**src/rtl/ssp_pkg.sv**
```systemverilog
// ----------------------------------------------------------------------------
// ssp_pkg
// Shared constants, types and helpers of the scan sector proximity classifier.
// ----------------------------------------------------------------------------
package ssp_pkg;

   localparam int RAY_COUNT = 72;
   localparam int OBS_SIZE  = 84;

   localparam int INDEX_W     = 7;
   localparam int VALUE_W     = 16;
   localparam int CSR_INDEX_W = 3;
   localparam int CSR_DATA_W  = 16;
   localparam int THRESH_W    = 15;
   localparam int GOAL_SQ_W   = 2 * THRESH_W;
   localparam int SCALED_W    = 22;
   localparam int RANGE_W     = 26;
   localparam int GOAL_SUM_W  = 35;

   localparam logic [INDEX_W-1:0] IDX_GOAL_X  = 7'd78;
   localparam logic [INDEX_W-1:0] IDX_GOAL_Y  = 7'd79;
   localparam logic [INDEX_W-1:0] IDX_LINEAR  = 7'd82;
   localparam logic [INDEX_W-1:0] IDX_ANGULAR = 7'd83;

   typedef logic signed [RANGE_W-1:0] range_type;

   // Ranges are kept as 100 * d: 595 * v + 20480 + 50 (rounding bias).
   localparam range_type RANGE_GAIN  = 26'sd595;
   localparam range_type RANGE_BIAS  = 26'sd20530;
   localparam int        RANGE_SCALE = 100;
   // floor(MIN_RESET / 100) is the empty-sector value 32767
   localparam range_type MIN_RESET   = 26'sd3276700;

   typedef enum logic [CSR_INDEX_W-1:0] {
      CSR_STRAIGHT_MIN_LINEAR  = 3'd0,
      CSR_STRAIGHT_MAX_ANGULAR = 3'd1,
      CSR_TURN_MIN_ANGULAR     = 3'd2,
      CSR_NEAR_GOAL_DISTANCE   = 3'd3,
      CSR_NEAR_OBSTACLE        = 3'd4,
      CSR_BILATERAL_OBSTACLE   = 3'd5
   } csr_index_type;

   typedef struct packed {
      logic signed [VALUE_W-1:0] straight_min_linear;
      logic [THRESH_W-1:0]       straight_max_angular;
      logic [THRESH_W-1:0]       turn_min_angular;
      logic [GOAL_SQ_W-1:0]      near_goal_sq;
      logic [SCALED_W-1:0]       near_obstacle_scaled;
      logic [SCALED_W-1:0]       bilateral_scaled;
   } cfg_type;

   localparam cfg_type CFG_RESET = '{
      straight_min_linear:  16'sd819,
      straight_max_angular: 15'd819,
      turn_min_angular:     15'd1638,
      near_goal_sq:         30'd4194304,
      near_obstacle_scaled: 22'd204800,
      bilateral_scaled:     22'd307200
   };

   typedef struct packed {
      logic [INDEX_W-1:0]        index;
      logic signed [VALUE_W-1:0] value;
      range_type                 range;
      logic                      front;
      logic                      left;
      logic                      right;
      logic                      last;
   } stage_type;

   typedef struct packed {
      logic straight;
      logic turning_left;
      logic turning_right;
      logic goal_close;
      logic front_blocked;
      logic left_blocked;
      logic right_blocked;
      logic both_sides_blocked;
   } flags_type;

   // Ray i sits at -180 + 360*i/RAY_COUNT degrees; bounds are inclusive.
   function automatic logic in_front(logic [INDEX_W-1:0] idx);
      int i;
      int off;
      i   = int'(idx);
      off = 12 * i - 6 * RAY_COUNT;
      if (off < 0) begin
         off = -off;
      end
      return (i < RAY_COUNT) && (off <= RAY_COUNT);
   endfunction

   function automatic logic in_left(logic [INDEX_W-1:0] idx);
      int i;
      i = int'(idx);
      return (i < RAY_COUNT) && (36 * i >= 21 * RAY_COUNT) && (36 * i <= 28 * RAY_COUNT);
   endfunction

   function automatic logic in_right(logic [INDEX_W-1:0] idx);
      int i;
      i = int'(idx);
      return (i < RAY_COUNT) && (36 * i >= 8 * RAY_COUNT) && (36 * i <= 15 * RAY_COUNT);
   endfunction

endpackage

```
**src/rtl/ssp_req_if.sv**
```systemverilog
// ----------------------------------------------------------------------------
// ssp_req_if
// Observation element channel: valid/ready with index, value and last mark.
// ----------------------------------------------------------------------------
interface ssp_req_if;
   logic                               valid;
   logic                               ready;
   logic [ssp_pkg::INDEX_W-1:0]        element_index;
   logic signed [ssp_pkg::VALUE_W-1:0] element_value;
   logic                               last_element;

   modport source (output valid, element_index, element_value, last_element,
                   input ready);
   modport sink   (input valid, element_index, element_value, last_element,
                   output ready);
endinterface

```
**src/rtl/ssp_rsp_if.sv**
```systemverilog
// ----------------------------------------------------------------------------
// ssp_rsp_if
// Classification result channel: valid/ready with eight flags.
// ----------------------------------------------------------------------------
interface ssp_rsp_if;
   logic valid;
   logic ready;
   logic straight;
   logic turning_left;
   logic turning_right;
   logic goal_close;
   logic front_blocked;
   logic left_blocked;
   logic right_blocked;
   logic both_sides_blocked;

   modport source (output valid, straight, turning_left, turning_right, goal_close,
                   front_blocked, left_blocked, right_blocked, both_sides_blocked,
                   input ready);
   modport sink   (input valid, straight, turning_left, turning_right, goal_close,
                   front_blocked, left_blocked, right_blocked, both_sides_blocked,
                   output ready);
endinterface

```
**src/rtl/ssp_csr.sv**
```systemverilog
// ----------------------------------------------------------------------------
// ssp_csr
// Threshold registers; obstacle thresholds are stored scaled by 100 and the
// goal threshold squared, so the datapath compares directly.
// ----------------------------------------------------------------------------
module ssp_csr (
   input  logic                               clock,
   input  logic                               reset,
   input  logic                               csr_write_enable,
   input  logic [ssp_pkg::CSR_INDEX_W-1:0]    csr_index,
   input  logic [ssp_pkg::CSR_DATA_W-1:0]     csr_write_data,
   output ssp_pkg::cfg_type                   cfg
);

   ssp_pkg::cfg_type             cfg_ff;
   ssp_pkg::cfg_type             cfg_in;
   logic [ssp_pkg::THRESH_W-1:0] thresh;

   assign thresh = csr_write_data[ssp_pkg::THRESH_W-1:0];

   always_comb begin
      cfg_in = cfg_ff;
      if (csr_write_enable) begin
         unique case (ssp_pkg::csr_index_type'(csr_index))
            ssp_pkg::CSR_STRAIGHT_MIN_LINEAR: begin
               cfg_in.straight_min_linear = $signed(csr_write_data);
            end
            ssp_pkg::CSR_STRAIGHT_MAX_ANGULAR: begin
               cfg_in.straight_max_angular = thresh;
            end
            ssp_pkg::CSR_TURN_MIN_ANGULAR: begin
               cfg_in.turn_min_angular = thresh;
            end
            ssp_pkg::CSR_NEAR_GOAL_DISTANCE: begin
               cfg_in.near_goal_sq = ssp_pkg::GOAL_SQ_W'(thresh) *
                                     ssp_pkg::GOAL_SQ_W'(thresh);
            end
            ssp_pkg::CSR_NEAR_OBSTACLE: begin
               cfg_in.near_obstacle_scaled = ssp_pkg::SCALED_W'(thresh) *
                                             ssp_pkg::SCALED_W'(ssp_pkg::RANGE_SCALE);
            end
            ssp_pkg::CSR_BILATERAL_OBSTACLE: begin
               cfg_in.bilateral_scaled = ssp_pkg::SCALED_W'(thresh) *
                                         ssp_pkg::SCALED_W'(ssp_pkg::RANGE_SCALE);
            end
            default: begin
               // drop writes beyond the register list
            end
         endcase
      end
   end

   always_ff @(posedge clock) begin
      if (reset) begin
         cfg_ff <= ssp_pkg::CFG_RESET;
      end else begin
         cfg_ff <= cfg_in;
      end
   end

   assign cfg = cfg_ff;

endmodule

```
**src/rtl/ssp_input_stage.sv**
```systemverilog
// ----------------------------------------------------------------------------
// ssp_input_stage
// Input register: captures an element with its scaled range and sector hits.
// ----------------------------------------------------------------------------
module ssp_input_stage (
   input  logic               clock,
   input  logic               reset,
   ssp_req_if.sink            req,
   input  logic               stage_ready,
   output logic               stage_valid,
   output ssp_pkg::stage_type stage
);

   logic               valid_ff;
   ssp_pkg::stage_type stage_ff;
   ssp_pkg::stage_type stage_in;
   logic               accept;

   assign req.ready = !valid_ff || stage_ready;
   assign accept    = req.valid && req.ready;

   always_comb begin
      stage_in.index = req.element_index;
      stage_in.value = req.element_value;
      // 100 * range before rounding down
      stage_in.range = ssp_pkg::RANGE_GAIN * ssp_pkg::range_type'(req.element_value) +
                       ssp_pkg::RANGE_BIAS;
      stage_in.front = ssp_pkg::in_front(req.element_index);
      stage_in.left  = ssp_pkg::in_left(req.element_index);
      stage_in.right = ssp_pkg::in_right(req.element_index);
      stage_in.last  = req.last_element;
   end

   always_ff @(posedge clock) begin
      if (reset) begin
         valid_ff <= 1'b0;
      end else if (accept) begin
         valid_ff <= 1'b1;
      end else if (stage_ready) begin
         valid_ff <= 1'b0;
      end
   end

   always_ff @(posedge clock) begin
      if (accept) begin
         stage_ff <= stage_in;
      end
   end

   assign stage_valid = valid_ff;
   assign stage       = stage_ff;

endmodule

```
**src/rtl/ssp_classify.sv**
```systemverilog
// ----------------------------------------------------------------------------
// ssp_classify
// Sector minima, latched speeds and goal vector, flag logic and the result
// register.
// ----------------------------------------------------------------------------
module ssp_classify (
   input  logic               clock,
   input  logic               reset,
   input  ssp_pkg::cfg_type   cfg,
   input  logic               stage_valid,
   input  ssp_pkg::stage_type stage,
   output logic               stage_ready,
   ssp_rsp_if.source          rsp
);

   ssp_pkg::range_type front_min_ff, left_min_ff, right_min_ff;
   ssp_pkg::range_type front_min_in, left_min_in, right_min_in;

   logic signed [ssp_pkg::VALUE_W-1:0] linear_ff, angular_ff, goal_x_ff, goal_y_ff;
   logic signed [ssp_pkg::VALUE_W-1:0] linear_in, angular_in, goal_x_in, goal_y_in;

   logic                rsp_valid_ff;
   ssp_pkg::flags_type  flags_ff;
   ssp_pkg::flags_type  flags_in;

   logic advance;
   logic is_ray;
   logic is_latch;

   logic signed [ssp_pkg::VALUE_W+1:0]    lin_floor;
   logic signed [ssp_pkg::VALUE_W+1:0]    lin_ext;
   logic signed [ssp_pkg::VALUE_W:0]      ang_ext;
   logic [ssp_pkg::VALUE_W:0]             ang_abs;
   logic signed [ssp_pkg::VALUE_W:0]      turn_pos;
   logic signed [ssp_pkg::VALUE_W:0]      turn_neg;
   logic signed [2*ssp_pkg::VALUE_W-1:0]  gx_sq, gy_sq;
   logic [ssp_pkg::GOAL_SUM_W-1:0]        g_sum, g_scaled;
   ssp_pkg::range_type                    near_lim, bil_lim;

   // a last element must find the result register free
   assign stage_ready = !stage.last || !rsp_valid_ff || rsp.ready;
   assign advance     = stage_valid && stage_ready;

   assign is_ray   = int'(stage.index) < ssp_pkg::RAY_COUNT;
   assign is_latch = !is_ray && (int'(stage.index) < ssp_pkg::OBS_SIZE);

   always_comb begin
      front_min_in = (stage.front && stage.range < front_min_ff) ? stage.range : front_min_ff;
      left_min_in  = (stage.left  && stage.range < left_min_ff)  ? stage.range : left_min_ff;
      right_min_in = (stage.right && stage.range < right_min_ff) ? stage.range : right_min_ff;

      goal_x_in  = (is_latch && stage.index == ssp_pkg::IDX_GOAL_X)  ? stage.value : goal_x_ff;
      goal_y_in  = (is_latch && stage.index == ssp_pkg::IDX_GOAL_Y)  ? stage.value : goal_y_ff;
      linear_in  = (is_latch && stage.index == ssp_pkg::IDX_LINEAR)  ? stage.value : linear_ff;
      angular_in = (is_latch && stage.index == ssp_pkg::IDX_ANGULAR) ? stage.value : angular_ff;
   end

   always_comb begin
      // speed is a quarter of the raw value: compare raw against 4x threshold
      lin_floor = $signed({cfg.straight_min_linear, 2'b00});
      lin_ext   = (ssp_pkg::VALUE_W+2)'(linear_in);
      ang_ext   = (ssp_pkg::VALUE_W+1)'(angular_in);
      ang_abs   = angular_in[ssp_pkg::VALUE_W-1] ? ((ssp_pkg::VALUE_W+1)'(0) - ang_ext)
                                                 : ang_ext;
      turn_pos  = $signed({2'b00, cfg.turn_min_angular});
      turn_neg  = -turn_pos;

      gx_sq    = goal_x_in * goal_x_in;
      gy_sq    = goal_y_in * goal_y_in;
      g_sum    = ssp_pkg::GOAL_SUM_W'(gx_sq[2*ssp_pkg::VALUE_W-2:0]) +
                 ssp_pkg::GOAL_SUM_W'(gy_sq[2*ssp_pkg::VALUE_W-2:0]);
      g_scaled = (g_sum << 3) + g_sum;

      // floor(m/100) < t holds exactly when m < 100*t
      near_lim = ssp_pkg::range_type'(cfg.near_obstacle_scaled);
      bil_lim  = ssp_pkg::range_type'(cfg.bilateral_scaled);

      flags_in.straight           = (lin_ext >= lin_floor) &&
                                    (ang_abs <= (ssp_pkg::VALUE_W+1)'(cfg.straight_max_angular));
      flags_in.turning_left       = ang_ext >= turn_pos;
      flags_in.turning_right      = ang_ext <= turn_neg;
      flags_in.goal_close         = g_scaled <= ssp_pkg::GOAL_SUM_W'(cfg.near_goal_sq);
      flags_in.front_blocked      = front_min_in < near_lim;
      flags_in.left_blocked       = left_min_in < near_lim;
      flags_in.right_blocked      = right_min_in < near_lim;
      flags_in.both_sides_blocked = (left_min_in < bil_lim) && (right_min_in < bil_lim);
   end

   always_ff @(posedge clock) begin
      if (reset) begin
         front_min_ff <= ssp_pkg::MIN_RESET;
         left_min_ff  <= ssp_pkg::MIN_RESET;
         right_min_ff <= ssp_pkg::MIN_RESET;
         linear_ff    <= '0;
         angular_ff   <= '0;
         goal_x_ff    <= '0;
         goal_y_ff    <= '0;
      end else if (advance) begin
         front_min_ff <= stage.last ? ssp_pkg::MIN_RESET : front_min_in;
         left_min_ff  <= stage.last ? ssp_pkg::MIN_RESET : left_min_in;
         right_min_ff <= stage.last ? ssp_pkg::MIN_RESET : right_min_in;
         linear_ff    <= linear_in;
         angular_ff   <= angular_in;
         goal_x_ff    <= goal_x_in;
         goal_y_ff    <= goal_y_in;
      end
   end

   always_ff @(posedge clock) begin
      if (reset) begin
         rsp_valid_ff <= 1'b0;
      end else if (advance && stage.last) begin
         rsp_valid_ff <= 1'b1;
      end else if (rsp.ready) begin
         rsp_valid_ff <= 1'b0;
      end
   end

   always_ff @(posedge clock) begin
      if (advance && stage.last) begin
         flags_ff <= flags_in;
      end
   end

   assign rsp.valid              = rsp_valid_ff;
   assign rsp.straight           = flags_ff.straight;
   assign rsp.turning_left       = flags_ff.turning_left;
   assign rsp.turning_right      = flags_ff.turning_right;
   assign rsp.goal_close         = flags_ff.goal_close;
   assign rsp.front_blocked      = flags_ff.front_blocked;
   assign rsp.left_blocked       = flags_ff.left_blocked;
   assign rsp.right_blocked      = flags_ff.right_blocked;
   assign rsp.both_sides_blocked = flags_ff.both_sides_blocked;

   a_minima_cleared: assert property (@(posedge clock) disable iff (reset)
      advance && stage.last |=> front_min_ff == ssp_pkg::MIN_RESET &&
                                left_min_ff == ssp_pkg::MIN_RESET &&
                                right_min_ff == ssp_pkg::MIN_RESET)
      else $error("sector minima not cleared after last element");

   a_no_overwrite: assert property (@(posedge clock) disable iff (reset)
      rsp_valid_ff && !rsp.ready && stage_valid && stage.last |-> !stage_ready)
      else $error("pending result would be overwritten");

   a_result_source: assert property (@(posedge clock) disable iff (reset)
      rsp_valid_ff && !$past(rsp_valid_ff) |-> $past(advance && stage.last))
      else $error("result raised without a last element");

   a_minima_bound: assert property (@(posedge clock) disable iff (reset)
      front_min_ff <= ssp_pkg::MIN_RESET && left_min_ff <= ssp_pkg::MIN_RESET &&
      right_min_ff <= ssp_pkg::MIN_RESET)
      else $error("sector minimum above empty value");

endmodule

```
**src/rtl/scan_sector_proximity_classifier.sv**
```systemverilog
// ----------------------------------------------------------------------------
// scan_sector_proximity_classifier
// Streams observation elements and emits eight motion and proximity flags
// for each observation.
// ----------------------------------------------------------------------------
// One element is taken every clock cycle while the input does not stall. An
// element passes an input register; if it is marked last, its flags are then
// registered in the result register, which offers them. The input stalls
// only while a last element waits for a result that has not yet been taken.
// Ray elements update the front, left and right minima as 100x scaled ranges;
// elements 78, 79, 82 and 83 latch the goal vector and speeds, and these stay
// until rewritten. Minima return to empty after each result. Thresholds are
// to be written through the csr port only while idle; this is not enforced.
// ----------------------------------------------------------------------------
module scan_sector_proximity_classifier (
   input  logic                            clock,
   input  logic                            reset,
   ssp_req_if.sink                         req,
   ssp_rsp_if.source                       rsp,
   input  logic                            csr_write_enable,
   input  logic [ssp_pkg::CSR_INDEX_W-1:0] csr_index,
   input  logic [ssp_pkg::CSR_DATA_W-1:0]  csr_write_data
);

   ssp_pkg::cfg_type   cfg;
   ssp_pkg::stage_type stage;
   logic               stage_valid;
   logic               stage_ready;

   ssp_csr u_csr (
      .clock            (clock),
      .reset            (reset),
      .csr_write_enable (csr_write_enable),
      .csr_index        (csr_index),
      .csr_write_data   (csr_write_data),
      .cfg              (cfg)
   );

   ssp_input_stage u_input (
      .clock       (clock),
      .reset       (reset),
      .req         (req),
      .stage_ready (stage_ready),
      .stage_valid (stage_valid),
      .stage       (stage)
   );

   ssp_classify u_classify (
      .clock       (clock),
      .reset       (reset),
      .cfg         (cfg),
      .stage_valid (stage_valid),
      .stage       (stage),
      .stage_ready (stage_ready),
      .rsp         (rsp)
   );

endmodule
```
**src/flat_wrapper.sv**
```systemverilog
// flat-port wrapper written by rule: the top's interface ports become plain ports
module scan_sector_proximity_classifier_flat 
  (clock, reset, csr_write_enable, csr_index, csr_write_data, req_valid, req_element_index, req_element_value, req_last_element, req_ready, rsp_valid, rsp_straight, rsp_turning_left, rsp_turning_right, rsp_goal_close, rsp_front_blocked, rsp_left_blocked, rsp_right_blocked, rsp_both_sides_blocked, rsp_ready);
  ssp_req_if req_i ();
  ssp_rsp_if rsp_i ();
  input  logic clock;
  input  logic reset;
  input  logic csr_write_enable;
  input  logic [ssp_pkg::CSR_INDEX_W-1:0] csr_index;
  input  logic [ssp_pkg::CSR_DATA_W-1:0] csr_write_data;
  input wire logic [$bits(req_i.valid)-1:0] req_valid;
  input wire logic [$bits(req_i.element_index)-1:0] req_element_index;
  input wire logic [$bits(req_i.element_value)-1:0] req_element_value;
  input wire logic [$bits(req_i.last_element)-1:0] req_last_element;
  output wire logic [$bits(req_i.ready)-1:0] req_ready;
  output wire logic [$bits(rsp_i.valid)-1:0] rsp_valid;
  output wire logic [$bits(rsp_i.straight)-1:0] rsp_straight;
  output wire logic [$bits(rsp_i.turning_left)-1:0] rsp_turning_left;
  output wire logic [$bits(rsp_i.turning_right)-1:0] rsp_turning_right;
  output wire logic [$bits(rsp_i.goal_close)-1:0] rsp_goal_close;
  output wire logic [$bits(rsp_i.front_blocked)-1:0] rsp_front_blocked;
  output wire logic [$bits(rsp_i.left_blocked)-1:0] rsp_left_blocked;
  output wire logic [$bits(rsp_i.right_blocked)-1:0] rsp_right_blocked;
  output wire logic [$bits(rsp_i.both_sides_blocked)-1:0] rsp_both_sides_blocked;
  input wire logic [$bits(rsp_i.ready)-1:0] rsp_ready;
  assign req_i.valid = req_valid;
  assign req_i.element_index = req_element_index;
  assign req_i.element_value = req_element_value;
  assign req_i.last_element = req_last_element;
  assign req_ready = req_i.ready;
  assign rsp_valid = rsp_i.valid;
  assign rsp_straight = rsp_i.straight;
  assign rsp_turning_left = rsp_i.turning_left;
  assign rsp_turning_right = rsp_i.turning_right;
  assign rsp_goal_close = rsp_i.goal_close;
  assign rsp_front_blocked = rsp_i.front_blocked;
  assign rsp_left_blocked = rsp_i.left_blocked;
  assign rsp_right_blocked = rsp_i.right_blocked;
  assign rsp_both_sides_blocked = rsp_i.both_sides_blocked;
  assign rsp_i.ready = rsp_ready;
  scan_sector_proximity_classifier u_core (.clock(clock), .reset(reset), .req(req_i), .rsp(rsp_i), .csr_write_enable(csr_write_enable), .csr_index(csr_index), .csr_write_data(csr_write_data));
endmodule
```
**config.mk**
```make
export PLATFORM = sky130hd
export DESIGN_NAME = scan_sector_proximity_classifier_flat
export DESIGN_NICKNAME = d
export VERILOG_FILES = /design/src/rtl/ssp_pkg.sv /design/src/rtl/ssp_req_if.sv /design/src/rtl/ssp_rsp_if.sv /design/src/rtl/ssp_csr.sv /design/src/rtl/ssp_input_stage.sv /design/src/rtl/ssp_classify.sv /design/src/rtl/scan_sector_proximity_classifier.sv /design/src/flat_wrapper.sv
export SDC_FILE = /design/constraint.sdc
export NUM_CORES = 2
export LEC_CHECK = 0
export ABC_AREA = 1
export BUFFER_PORTS_ARGS = -buffer_cell sky130_fd_sc_hd__buf_2
export CELL_PAD_IN_SITES_DETAIL_PLACEMENT = 1
export CELL_PAD_IN_SITES_GLOBAL_PLACEMENT = 1
export CORE_UTILIZATION = 51
export DETAILED_ROUTE_END_ITERATION = 10
export GPL_TIMING_DRIVEN = 0
export PLACE_DENSITY = 0.89
export SLEW_MARGIN = 20
export SYNTH_ARGS = -nofsm -noshare
export SYNTH_HDL_FRONTEND = slang
export SYNTH_SLANG_ARGS = --single-unit
```
**constraint.sdc**
```tcl
create_clock -name clock -period 14.43 [get_ports clock]
set_input_delay 4.329 -clock clock [delete_from_list [all_inputs] [get_ports clock]]
set_output_delay 4.329 -clock clock [all_outputs]
set_load 0.03 [all_outputs]
```
# Word level (Yosys, flattened, before mapping)
# Index checks and enable logic that the tools add are counted.
[totals] register_bits=321 output_inout_bits=10 inputBits=48
[classes] n_eq_ne=9 n_reduce_logical=34 n_mux=16 magnitude_cmp=22 mul=7 addsub=7
[op_table] operator="two-way mux 26 bit" n=6
[op_table] operator="less-than comparator 26 x 23 -> 1 bit" n=5
[op_table] operator="less-than comparator 26 bit" n=3
[op_table] operator="two-way mux 16 bit" n=4
[op_table] operator="multiplier 16 x 16 -> 31 bit" n=2
[op_table] operator="adder 35 x 32 -> 35 bit" n=1
[op_table] operator="<= comparator 35 x 30 -> 1 bit" n=1
[op_table] operator="adder 31 x 31 -> 32 bit" n=1
[op_table] operator=">= comparator 32 x 11 -> 1 bit, second input constant" n=1
[op_table] operator=">= comparator 32 x 12 -> 1 bit, second input constant" n=1
[op_table] operator="<= comparator 32 x 12 -> 1 bit, second input constant" n=1
[op_table] operator="<= comparator 32 x 8 -> 1 bit, second input constant" n=1
[op_table] operator="two-way mux 32 bit" n=1
[op_table] operator="negator 12 -> 32 bit" n=1
[op_table] operator="multiplier 15 x 15 -> 30 bit" n=1
[op_table] operator="== test 7 bit, second input constant" n=4
[op_table] operator="adder 26 x 16 -> 26 bit, second input constant" n=1
[op_table] operator="multiplier 11 x 16 -> 26 bit, first input constant" n=1
[op_table] operator="less-than comparator 7 bit, second input constant" n=3
[op_table] operator="multiplier 15 x 5 -> 20 bit, second input constant" n=1
[op_table] operator=">= comparator 16 x 18 -> 1 bit" n=1
[op_table] operator="logical AND 1 bit" n=18
[op_table] operator="<= comparator 16 x 17 -> 1 bit" n=1
[op_table] operator="<= comparator 17 x 15 -> 1 bit" n=1
[op_table] operator="18 further kinds" n=34

# Longest topological paths before layout
[depth] ltp_word=9 depth_mapped=62 ltp_nobuf=59

# By module
# Synthesis repeated with hierarchy kept, for this count alone.
[unflattened] cells_unflattened=6935 hier_area_um2=53080.9
[modules_own_cells] mod="ssp_classify" seq_area_each_um2=3103.0 area_each_um2=34653.2 cells_each=4637 instances=1
[modules_own_cells] mod="ssp_csr" seq_area_each_um2=2302.2 area_each_um2=12630.9 cells_each=1689 instances=1
[modules_own_cells] mod="ssp_input_stage" seq_area_each_um2=1581.5 area_each_um2=5796.8 cells_each=609 instances=1

# Least setup slack after synthesis
# OpenSTA, ideal clock, no wires.
[synth_timing] path_type="reg2reg" from="reg u_core.u_input.stage_ff, in the netlist u_core.u_input.stage[51]" to="reg u_core.u_classify.flags_ff, in the netlist u_core.u_classify.rsp.goal_close, data pin" synth_period_minus_slack_ns=10.133 arrival_time_ns=9.995 required_ns=14.292 path_buffers=3 stages_incl_launch_ff=57 path_slack_ns=4.297 cell_sequence="edfxtp_1 inv_1 nand2_1 nor2_1 nand2_1 buf_2 buf_2 o21ai_1 inv_1 clkbuf_1 nor2_1 inv_1 fa_1 fa_1 fa_1 inv_1 fa_1 fa_1 [... 21 more ...] xor2_1 ha_1 nand2_1 nor4_1 nand3_1 nand3_1 nand3_1 nand2_1 xor2_1 ha_1 nand2_1 nor4_1 nand3_1 nor3_1 a22oi_1 nor2_1 nand2_1 nor2_1"
[synth_lines] item="from (decl)" line_no="ssp_input_stage.sv:15" source="ssp_pkg::stage_type stage_ff;"
[synth_lines] item="from (signal assigned)" line_no="ssp_input_stage.sv:46" source="stage_ff <= stage_in;"
[synth_lines] item="to (signal assigned)" line_no="ssp_classify.sv:121" source="flags_ff <= flags_in;"
[synth_lines] item="to (decl)" line_no="ssp_classify.sv:23" source="ssp_pkg::flags_type flags_ff;"

==> flow_summary.yaml <==
outcome:
  run_status: "finished clean"
global_routing:
  track_usage_pct: 36.7
  grt_antenna_before_repair: 7
  grt-ovfl-total: 0
  first_global_vias: 50515
  grt_first_pass_wirelength_mm: 282
  grt_start_max_net_pins: 39
power_and_ir_drop:
  power.density_cell_area_nw_per_um2: 194
  ir_drop_v: 0.000327
  leakagePower_nw: 28.6
  switchingPower_mw: 5.79
  netSwitchingFraction_pct: 55.8
  internal_power_mw: 4.60
  p_clk_share_pct: 10.0
  combinationalPowerShare_pct: 79.1
  portion_of_total_power_attributed_to_sequential_cells_pct: 10.9
critical_path:
  worst-path-max-fanout: 10
  worst-setup-path-type: "reg2reg"
  crit_required_ns: 14.87
  critical-path-max-stage-delay_ns: 0.79
  path_common_cell: "nand2_1"
  cp.arrival_ns: 14.14
  slowest_library_cell_on_the_worst_path: "o21ai_2"
  worst_setup_path_end_kind: "flop"
  setup.reg_to_reg.worst_slack_ns: 0.73
  critical_path.startpoint_type: "flop"
  worstRegToRegCells: 54
detailed_routing:
  drt_iter0_markers: 3435
  routed_wirelength_mm: 181
  vias_per_cell: 5.85
  post-route-drc-count: 0
  first_pass_iters: 5
  drtAntennaViolNets: 0
  wire_per_inst_um: 23.3
  route.vias.total: 45309
floorplan:
  placementRows: 114
  die_area_um2: 99900
  floorplan.die.height_um: 316
  ioPinCount: 58
  core_region_area_um2: 97300
  initial_core_util_pct: 51.7
  die_x_um: 316
sta:
  timing.fmax_ghz: 0.0730
  final-max-slew-violation-count: 0
  worst_clock_skew_ns: 0.0471
  setup-violations-final: 0
  finalSetupTns_ns: 0
  grt_setup_unrepaired: "false"
  report.final.hold_viol_count: 0
  fin_crit_sh_pct: 94.9
  finalHoldWorstSlack_ns: 0.468
  worst_pin_slew_ns: 1.21
  period_minus_slack_ns: 13.70
  postLayoutSetupSlackWorst_ns: 0.734
  maxSlewHeadroom_pct: 18.8
yosys:
  netlist_instances: 6331
  synthArstFlopShare_pct: 0
  yosysSeqAreaShare_pct: 13.9
  yosys_warnings: 0
  number_of_distinct_standard_cells_referenced_by_the_synthesized_netlist: 65
  postSynthNetCount: 7759
  post_synth_main_area_contributors: "fa_1 (26%), ha_1 (18%), inv_1 (11%)"
  fraction_of_synthesized_cell_area_taken_by_the_top_area_cell_type_pct: 26.1
  netlist.top_cell.by_area: "fa_1"
  postSynthRegisterBits: 319
  synthesis.area_per_instance_um2: 7.95
  synth_edf_count: 60
  syn-cell-area_um2: 50300
  dominantRegCellSynth: "dfxtp_1"
cts:
  postCtsSetupRepairBufs: 0
  cts_sinks: 319
  post_cts_hold_buffer_count: 0
  clock_insertion_delay_worst_skew_ns: 0.62
  max-clock-path-buffers: 3
  cts-root-buf: "clkbuf_16"
  clock_tree_from_tritoncts: "built"
  post_cts_resize_count: 0
  clock_pin_slew_worst_setup_and_hold_paths_ns: 0.07
  number_of_buffers_created_by_cts: 40
  h-tree-depth: 2
final_layout:
  area_growth_syn_to_layout_pct: 6.31
  layout.cell_area.non_filler_um2: 53500
  finish.cell_count_without_fillers: 7739
  multi_input_comb_area_um2: 36900
  nets: 7859
  drive_above_1_share_pct: 3.14
  fillerInstances: 12077
  seqCellArea_um2: 6990
min_path:
  hold_path_class: "reg2reg"
  whs_path_depth: 2
placed_design:
  dpl_worst_slack_ns: 1.32
  io_buffer_count: 57
  hpwlAfterDp_mm: 144
  detailed_place.area_um2: 52200
  placed_cells_incl_taps: 7665
  final_weighted_congestion_of_routability_driven_global_placement: 0.957
job:
  max_cap_viol_count: 0
-- per-layer routing --
| metal | up-vias | GRT usage, % | share of wire, % |
|---|---|---|---|
| met4 | 6 | 20.7 | 6.3 |
| met2 | 1915 | 62.7 | 48 |
| met5 | - | 0 | 0.019 |
| met3 | 702 | 6.53 | 7.2 |
| li1 | 19955 | - | - |
| met1 | 22731 | 43.5 | 38 |
-- path summary, 6_finish.rpt --
check / from / end
min: u_core.u_classify.left_min_ff[0]$_SDFFE_PP0P_ / u_core.u_classify.left_min_ff[0]$_SDFFE_PP0P_
max reg2reg: u_core.u_input.stage[51]$_DFFE_PP_ / u_core.u_classify.rsp.goal_close$_DFFE_PP_
max: u_core.u_input.stage[51]$_DFFE_PP_ / u_core.u_classify.rsp.goal_close$_DFFE_PP_
min reg2reg: u_core.u_classify.left_min_ff[0]$_SDFFE_PP0P_ / u_core.u_classify.left_min_ff[0]$_SDFFE_PP0P_
-- kinds of logic (layout without fill, tap and decap cells) --
family          count (synthesis)  after routing  share of synthesized area (%)
buf+inv                      1696           1826                           12.7
simple gates                 1624           1624                           13.1
fa+ha+maj                    1380           1380                           44.1
compound gates               1066           1066                           11.9
flops                         319            319                           13.9
xor+xnor                      245            245                           4.28
mux                             1              1                         0.0199
other cells                     0              2                              0
-- critical path: cells and delay by family, from the launching register on --
kind | cells | cell delay [ns]
buf+inv | 8 | 1.55
xor+xnor | 3 | 0.90
simple gates | 24 | 3.56
fa+ha+maj | 10 | 4.23
compound gates | 9 | 2.88
flops | 1 | 0.36
-- state kept, by name (all words and copies together), names as in the netlist --
name and count:
u_core.u_classify.goal_x_ff 16, u_core.u_input.stage_valid 1, u_core.u_classify.right_min_ff 26, u_core.u_classify.rsp.turning_right 1, u_core.u_classify.rsp.both_sides_blocked 1, u_core.u_classify.rsp.left_blocked 1
u_core.u_classify.left_min_ff 26, u_core.u_classify.front_min_ff 26, u_core.u_input.stage 52, u_core.u_classify.rsp.turning_left 1, u_core.u_csr.cfg 115, u_core.u_classify.rsp.valid 1
u_core.u_classify.rsp.right_blocked 1, u_core.u_classify.linear_ff 16, u_core.u_classify.rsp.front_blocked 1, u_core.u_classify.goal_y_ff 16, u_core.u_classify.rsp.straight 1, u_core.u_classify.rsp.goal_close 1
u_core.u_classify.angular_ff 16
-- power by group through the flow --
stage	sequential [mW]	combinational (mW)	clock (mW)
floorplan	1.09	5.77	0
global placement	1.14	7.58	0
detailed placement	1.15	8.07	0
CTS	1.13	8.17	1.04
global route	1.14	9.20	1.06
finish	1.14	8.22	1.04
-- area by class of cell --
cell class	instances	area share, %
multi-input combinational	4316	69.0
antenna	2	0.00935
sequential	319	13.1
clock inverter	20	0.395
clock buffer	52	1.97
inverter	1548	10.9
timing repair buffer	58	0.571
tap	1276	2.98
buffer	148	1.11
-- cell usage in the layout (no fill, tap or decap), types with 112 or more instances in the layout --
master | netlist | layout
a21oi_1 | 444 | 444
clkbuf_1 | 121 | 131
dfxtp_1 | 259 | 259
fa_1 | 656 | 656
ha_1 | 724 | 724
inv_1 | 1523 | 1522
nand2_1 | 1009 | 1009
nand3_1 | 112 | 112
nor2_1 | 377 | 377
o21ai_0 | 343 | 343
xor2_1 | 151 | 151
-- cell usage after synthesis, types with 10 or more instances --
cell	count
a31oi_1	15
a21oi_1	444
nand2_1	1009
dfxtp_1	259
clkbuf_1	121
o22ai_1	10
o21ai_0	343
nand3_1	112
buf_2	13
inv_1	1523
o21bai_1	15
o211ai_1	108
edfxtp_1	60
inv_2	12
buf_1	11
nand4_1	43
nor2_1	377
xor2_1	151
ha_1	724
xnor2_1	93
o21ai_1	36
nor3_1	32
fa_1	656
clkinv_1	13
a21o_1	21
o21ai_2	17
-- metrics by stage --
step	power, mW	utilization [%]
3_3_place_gp	8.72	53.7
6_report	10.4	55.0
3_5_place_dp	9.22	53.7
4_1_cts	10.3	55.0
5_1_grt	11.4	55.0
2_1_floorplan	6.86	-
Note: power is estimated with default switching activity, not from simulation.
